### src/hdl/ced_pkg.sv
// ----------------------------------------------------------------------------
// ced_pkg: shared types and constants for the 3x3 color edge detector
// Pixel layout, control bundles, register indexes and the channel compare.
// ----------------------------------------------------------------------------
package ced_pkg;

   localparam int CH_W   = 8;
   localparam int NUM_CH = 3;
   localparam int PIX_W  = CH_W * NUM_CH;

   typedef logic [PIX_W-1:0] pixel_type;

   localparam pixel_type COLOR_WHITE = 24'hFFFFFF;
   localparam pixel_type COLOR_BLACK = 24'h000000;

   // item kinds carried on req_tuser
   localparam logic ACT_PIXEL = 1'b0;
   localparam logic ACT_FLUSH = 1'b1;

   // configuration port
   localparam int CSR_IDX_W  = 2;
   localparam int CSR_DATA_W = 11;
   localparam logic [CSR_IDX_W-1:0] CSR_THRESHOLD    = 2'd0;
   localparam logic [CSR_IDX_W-1:0] CSR_IMAGE_WIDTH  = 2'd1;
   localparam logic [CSR_IDX_W-1:0] CSR_IMAGE_HEIGHT = 2'd2;

   localparam logic [CH_W-1:0]       THRESHOLD_RESET = 8'd1;
   localparam logic [CSR_DATA_W-1:0] WIDTH_RESET     = 11'd1024;
   localparam logic [CSR_DATA_W-1:0] HEIGHT_RESET    = 11'd1024;

   // result queue
   localparam int FIFO_PTR_W = 2;
   localparam int FIFO_DEPTH = 1 << FIFO_PTR_W;
   localparam int FIFO_CNT_W = FIFO_PTR_W + 1;

   // per-item control that follows the pixel column down the pipeline
   typedef struct packed {
      logic emit;
      logic done;
      logic top_ok;
      logic bot_ok;
      logic left_ok;
      logic right_ok;
   } ctrl_type;

   typedef struct packed {
      logic is_edge;
      logic frame_done;
   } result_type;

   // true when any channel differs by more than thr
   function automatic logic px_differs(input pixel_type a, input pixel_type b,
                                       input logic [CH_W-1:0] thr);
      logic [CH_W-1:0] x;
      logic [CH_W-1:0] y;
      logic [CH_W-1:0] d;
      logic            hit;
      hit = 1'b0;
      for (int k = 0; k < NUM_CH; k++) begin
         x = a[k*CH_W +: CH_W];
         y = b[k*CH_W +: CH_W];
         d = (x > y) ? (x - y) : (y - x);
         if (d > thr) begin
            hit = 1'b1;
         end
      end
      return hit;
   endfunction

endpackage

### src/hdl/ced_edge_unit.sv
// ----------------------------------------------------------------------------
// ced_edge_unit: 3x3 pixel window and neighborhood compare
// Shifts one pixel column in per step and classifies the center pixel.
// ----------------------------------------------------------------------------
module ced_edge_unit import ced_pkg::*; (
   input  logic            clock,
   input  logic            reset,
   input  logic            shift_en,
   input  pixel_type       col_top,
   input  pixel_type       col_mid,
   input  pixel_type       col_bot,
   input  ctrl_type        ctrl_in,
   input  logic [CH_W-1:0] threshold,
   output logic            res_valid,
   output logic            res_edge,
   output logic            res_done
);

   pixel_type win_ff [3][3];
   ctrl_type  s2_ctrl_ff;
   logic      row_ok [3];
   logic      col_ok [3];
   logic      edge_hit;

   always_ff @(posedge clock) begin
      if (reset) begin
         win_ff     <= '{default: '0};
         s2_ctrl_ff <= '0;
      end else begin
         s2_ctrl_ff <= shift_en ? ctrl_in : '0;
         if (shift_en) begin
            for (int r = 0; r < 3; r++) begin
               win_ff[r][0] <= win_ff[r][1];
               win_ff[r][1] <= win_ff[r][2];
            end
            win_ff[0][2] <= col_top;
            win_ff[1][2] <= col_mid;
            win_ff[2][2] <= col_bot;
         end
      end
   end

   // center always sits in the middle column once the step's column is in
   always_comb begin
      row_ok[0] = s2_ctrl_ff.top_ok;
      row_ok[1] = 1'b1;
      row_ok[2] = s2_ctrl_ff.bot_ok;
      col_ok[0] = s2_ctrl_ff.left_ok;
      col_ok[1] = 1'b1;
      col_ok[2] = s2_ctrl_ff.right_ok;
      edge_hit  = 1'b0;
      for (int i = 0; i < 3; i++) begin
         for (int j = 0; j < 3; j++) begin
            if (!(i == 1 && j == 1) && row_ok[i] && col_ok[j] &&
                px_differs(win_ff[1][1], win_ff[i][j], threshold)) begin
               edge_hit = 1'b1;
            end
         end
      end
   end

   assign res_valid = s2_ctrl_ff.emit;
   assign res_edge  = edge_hit;
   assign res_done  = s2_ctrl_ff.done;

endmodule
### config.mk
export PLATFORM = sky130hd
export DESIGN_NAME = ced_edge_unit
export DESIGN_NICKNAME = d
export VERILOG_FILES = /design/src/hdl/ced_pkg.sv /design/src/hdl/ced_edge_unit.sv
export SDC_FILE = /design/constraint.sdc
export NUM_CORES = 1
export LEC_CHECK = 0
export BUFFER_PORTS_ARGS = -buffer_cell sky130_fd_sc_hd__buf_2
export CAP_MARGIN = 20
export CORE_MARGIN = 10
export CORE_UTILIZATION = 35
export CTS_BUF_LIST = sky130_fd_sc_hd__clkbuf_4
export DETAILED_ROUTE_END_ITERATION = 8
export RECOVER_POWER = 50
export REMOVE_ABC_BUFFERS = 1
export SKIP_CTS_REPAIR_TIMING = 1
export SLEW_MARGIN = 5
export SYNTH_ARGS = -nofsm -noshare
export SYNTH_HDL_FRONTEND = slang
export SYNTH_SLANG_ARGS = --single-unit
### constraint.sdc
create_clock -name clock -period 6.25 [get_ports clock]
set_clock_uncertainty 0.15 [all_clocks]
set_input_delay 0.625 -clock clock [delete_from_list [all_inputs] [get_ports clock]]
set_output_delay 0.625 -clock clock [all_outputs]
set_load 0.005 [all_outputs]
# == Word-level counts from Yosys, hierarchy flattened ==
# Cells that the tools add are included.
# word_totals
regBits,222
input_bits,89
output_inout_bits,3
word_cells,181
# classes
addsub,48
magnitude_cmp,48
n_mux,56
bitwise,1
reduce_logical,13
# ops
cell,count
$gt 8x8->1,48
$sub 8x8->8,48
$mux 8,24
$mux 1,32
$logic_and 1x1->1,12
$reduce_or 2->1,1
$not 1->1,1

# == Logic depth before layout (Yosys ltp) ==
# logic_depth
word_depth,15
ltp_mapped,20
depth_no_buf,19

# == Worst setup path after synthesis ==
# OpenSTA, ideal clock, no wires.
# synth_path
path_kind,reg2out
startpoint,register win_ff[105] in the netlist's numbering
endpoint,output res_edge
arrival_time_ns,4.552
required_ns,5.475
setup_slack_ns,0.923
stages_incl_launch_ff,18
n_path_buf,1
path_cell_list,dfxtp_1 inv_1 ha_1 nand4_1 or2_2 clkbuf_1 o21ai_1 mux2_2 nand3b_1 o21ai_0 xnor2_1 ha_1 a21oi_1 o21ai_0 o22ai_1 o311ai_0 o41ai_1 o2111ai_1
# synth_between
elab_chain_len,14
elab_cells_between_ends,72
# synth_lines
item,line,source
from (decl),ced_edge_unit.sv:19,pixel_type win_ff [3][3];
"from (signal, indexed assignment)",ced_edge_unit.sv:33,win_ff[r][0] <= win_ff[r][1];
"from (signal, indexed assignment)",ced_edge_unit.sv:34,win_ff[r][1] <= win_ff[r][2];
$sub 8x8->8 or $gt 8x8->1 (tied branches),ced_pkg.sv:62,d = (x > y) ? (x - y) : (y - x);
$mux 8,ced_pkg.sv:62,
$gt 8x8->1,ced_pkg.sv:63,if (d > thr) begin
$mux 1 (2 in series),ced_pkg.sv:63,
$logic_and 1x1->1,ced_edge_unit.sv:54,if (!(i == 1 && j == 1) && row_ok[i] && col_ok[j] &&
$mux 1 (7 in series),ced_edge_unit.sv:54,
$mux 1 *,ced_edge_unit.sv:54,
to (decl),ced_edge_unit.sv:15,"output logic res_edge,"
# Every way passes the cells marked *; elsewhere a longest branch is shown, timed or not.

# == Worst setup path in the final report ==
# layout_path
startpoint,register win_ff[112] in the netlist's numbering
endpoint,output res_edge
# layout_between
elab_chain_len,13
elab_cells_between_ends,64
# layout_lines
item,line
$sub 8x8->8 or $gt 8x8->1 (tied branches),ced_pkg.sv:62
$mux 8,ced_pkg.sv:62
$gt 8x8->1,ced_pkg.sv:63
$mux 1,ced_pkg.sv:63
$logic_and 1x1->1,ced_edge_unit.sv:54
$mux 1 (7 in series),ced_edge_unit.sv:54
$mux 1 *,ced_edge_unit.sv:54
# Marked as above.

==> out/results.txt <==
GRT Total Usage: 17.1%
Worst Setup Slack, final: 0.144 ns
Die width: 298 um
DP Worst Slack: 0.262 ns
Main synth FF type: dfxtp_1
Syn. warnings: 0
Vias: 23900
Max incr delay on CP: 0.41 ns
Switching part of the total power: 40.5%
Multi-input logic area: 0.0219 mm2
Ys async rst share: 0%
Max Buffers Root-to-Sink: 3
TritonCTS sink count: 222
Largest net degree at the start of global routing: 138
Layout Area Growth over Synthesis: 19.9%
Initial antenna violation count: 1
Outcome: complete, but fails checks
CTS tree: done
Top cell type's share of synthesized area: 25.6%
Layout cells sized above 1: 17.1%
CP required: 5.47 ns
Via/cell ratio: 5.26
Power per cell area: 194 mW/mm2
Failing checks: hold timing, capacitance limit, slew limit
Root Driver: clkbuf_4
Slew margin rel.: -275%
HPWL after detailed placement: 58500 um
Post-synth EDFFs: 0
Most numerous cell in the Yosys netlist: ha_1
Fin util: 42.5%
DRT antenna net count: 0
IO Count: 92
Final period demand of the worst path: 6.11 ns
Synth Cell Area: 0.0270 mm2
Switching pwr: 2.55 mW
Syn Inst Count: 3168
Core area: 0.0762 mm2
Vias in the first global route: 22800
Register area share after synthesis: 16.5%
Worst path cell trace: inv_4, buf_6, ha_1, inv_1, fa_2, nand3_2, a21oi_2, o22ai_2, buf_6, buf_4, mux2_2, a21boi_0, o21ai_0, xor2_1, ha_1, nand4_1, mux2i_1, a21oi_1, o21a_1, o41ai_4, o2111ai_4, buf_2
CP Data Arrival Time: 5.33 ns
Synth area leader: ha_1
Initial Util: 35.4%
Synth unique cells: 70
Nets: 4158
Worst slew pin tran: 5.62 ns
GRT Residual Overflow: 0
Number of hold violations in the final report: 1
Pre-antenna DRT Iters: 8
First-pass GRT wire length: 124000 um
Chip Height: 298 um
Crit path buffers/inverters: 6
I/O Buffers: 91
Final worst-path cycle share: 97.7%
Worst Path Class, Setup: flip-flop to primary output
Setup crit end kind: primary output
DRT iter0 DRCs: 1165
Std-Cell Rows: 101
Final wirelength: 81100 um
Routability Congestion: 0.897
Max H-tree Level: 3
Internal power: 3.75 mW
Syn Area/Cell: 8.53 um2
Synth top area cells: ha_1 (26%), dfxtp_1 (16%), mux2i_1 (12%), inv_1 (5.2%), nor2_1 (4.3%)
Logic pwr share: 50.6%
Peak VDD IR: 0.120 mV
Max-cap viol count: 1
# fillers: 7588
Clock-pin slew on the worst setup and hold paths: 0.08 ns
Final Hold Slack: -0.0236 ns
Max-slew violations: 76
Storage element area: 0.00448 mm2
Final setup violation count: 0
Clk_lat worst skew: 0.83 ns
Worst Setup Start Kind: flip-flop
CP max stage cell: o41ai_4
Drt drc: 0
Leakage: 14.9 nW
Hold Crit Class: primary input to flip-flop
Die area: 0.0887 mm2
Most frequent cells after synthesis: ha_1 (552), inv_1 (372), mux2i_1 (328), nor2_1 (308), dfxtp_1 (222)
Avg WL per Cell: 17.8 um
Top delay family on crit path: compound AO/OA/AOI/OAI gates
Synthesized flop and latch total: 222
Fmax: 164 MHz
Clock power frac: 25.0%
Sequential Power Share: 24.4%
CTS buffer count: 71
Worst-path maximum fanout: 5
==> cell type report <==
cell class / instances / share of cell area, %
Antenna cell: 2 / 0.0155
Clock buffer: 100 / 2.32
Clock inverter: 22 / 0.425
Inverter: 372 / 4.40
Multi-Input combinational cell: 2499 / 67.6
Sequential cell: 222 / 13.8
Tap cell: 1030 / 3.98
Timing Repair Buffer: 303 / 7.46
==> flip-flops by register name, summed over array words and instances, names as in the netlist <==
name	count
col_ok	2
res_done	1
res_valid	1
row_ok	2
win_ff	216
==> power by group through the flow <==
stage / logic [mW] / clock network, mW / registers, mW
finish: 3.18 / 1.57 / 1.54
global route: 3.54 / 1.69 / 1.55
CTS: 2.77 / 1.63 / 1.54
detailed placement: 2.76 / 0 / 1.57
global placement: 2.74 / 0 / 1.57
floorplan: 2.03 / 0 / 1.55
==> logic make-up (layout without fill, tap and decap cells) <==
logic type	after synthesis	count (layout)	synth area share (%)
compound gates	723	723	17.8
other cells	0	2	0
flops	222	222	16.5
xor+xnor	131	131	4.25
mux	377	377	14.2
buf+inv	447	797	6.31
fa+ha+maj	600	600	29.1
simple gates	668	668	11.8
==> worst reg2reg max path, stage by stage (launching register included) <==
cell,delay (ns)
dfxtp_1,0.45
buf_4,0.26
mux2i_1,0.09
nor2_1,0.21
==> worst paths after layout <==
kind | depth (start not counted) | slack [ns] | startpoint | end
setup / recovery | 22 | 0.14 | win_ff[112] | res_edge
hold / removal | 3 | -0.02 | col_top[16] | win_ff[160]
setup reg to reg | 3 | 5.02 | win_ff[103] | win_ff[103]
hold reg to reg | 2 | 0.34 | win_ff[199] | win_ff[199]
==> cell usage in the layout, fill, tap and decap left out, types with 28 or more instances in the layout <==
cell type      count
a21o_1            61
a21oi_1          155
a31oi_1           33
and2_1            28
buf_2             90
buf_4            108
clkbuf_4         101
dfxtp_1          207
dlygate4sd3_1     77
fa_1              42
ha_1             528
inv_1            362
mux2_2            47
mux2i_1          303
nand2_1           79
nand3_1           36
nand4_1           89
nor2_1           306
nor2b_1           33
o211a_1           29
o211ai_1          69
o21ai_0          101
o21ai_1           28
xnor2_1           91
xor2_1            40
==> metrics by stage <==
step | std cells | hold slack [ns] | setup TNS (ns) | area, um2 | power (mW)
after global routing | 4550 | 0.00911 | -0.117 | 32400 | 6.78
final | 4550 | -0.0236 | 0 | 32400 | 6.30
after detailed placement | 4296 | 0.337 | 0 | 29100 | 4.33
after CTS | 4418 | -0.249 | -0.666 | 30000 | 5.94
after floorplan | 3093 | 0.310 | 0 | 26700 | 3.58
after global placement | 4296 | 0.326 | 0 | 29100 | 4.31
==> metal layers <==
metal	global-route usage, %	part of all wire, %	vias up
met2	28.5	47	493
met4	6.10	2.8	0
li1	-	-	12000
met3	2.72	4.5	128
met5	0	0	-
met1	21.9	46	11300
Power figures use the tool's default switching activity.
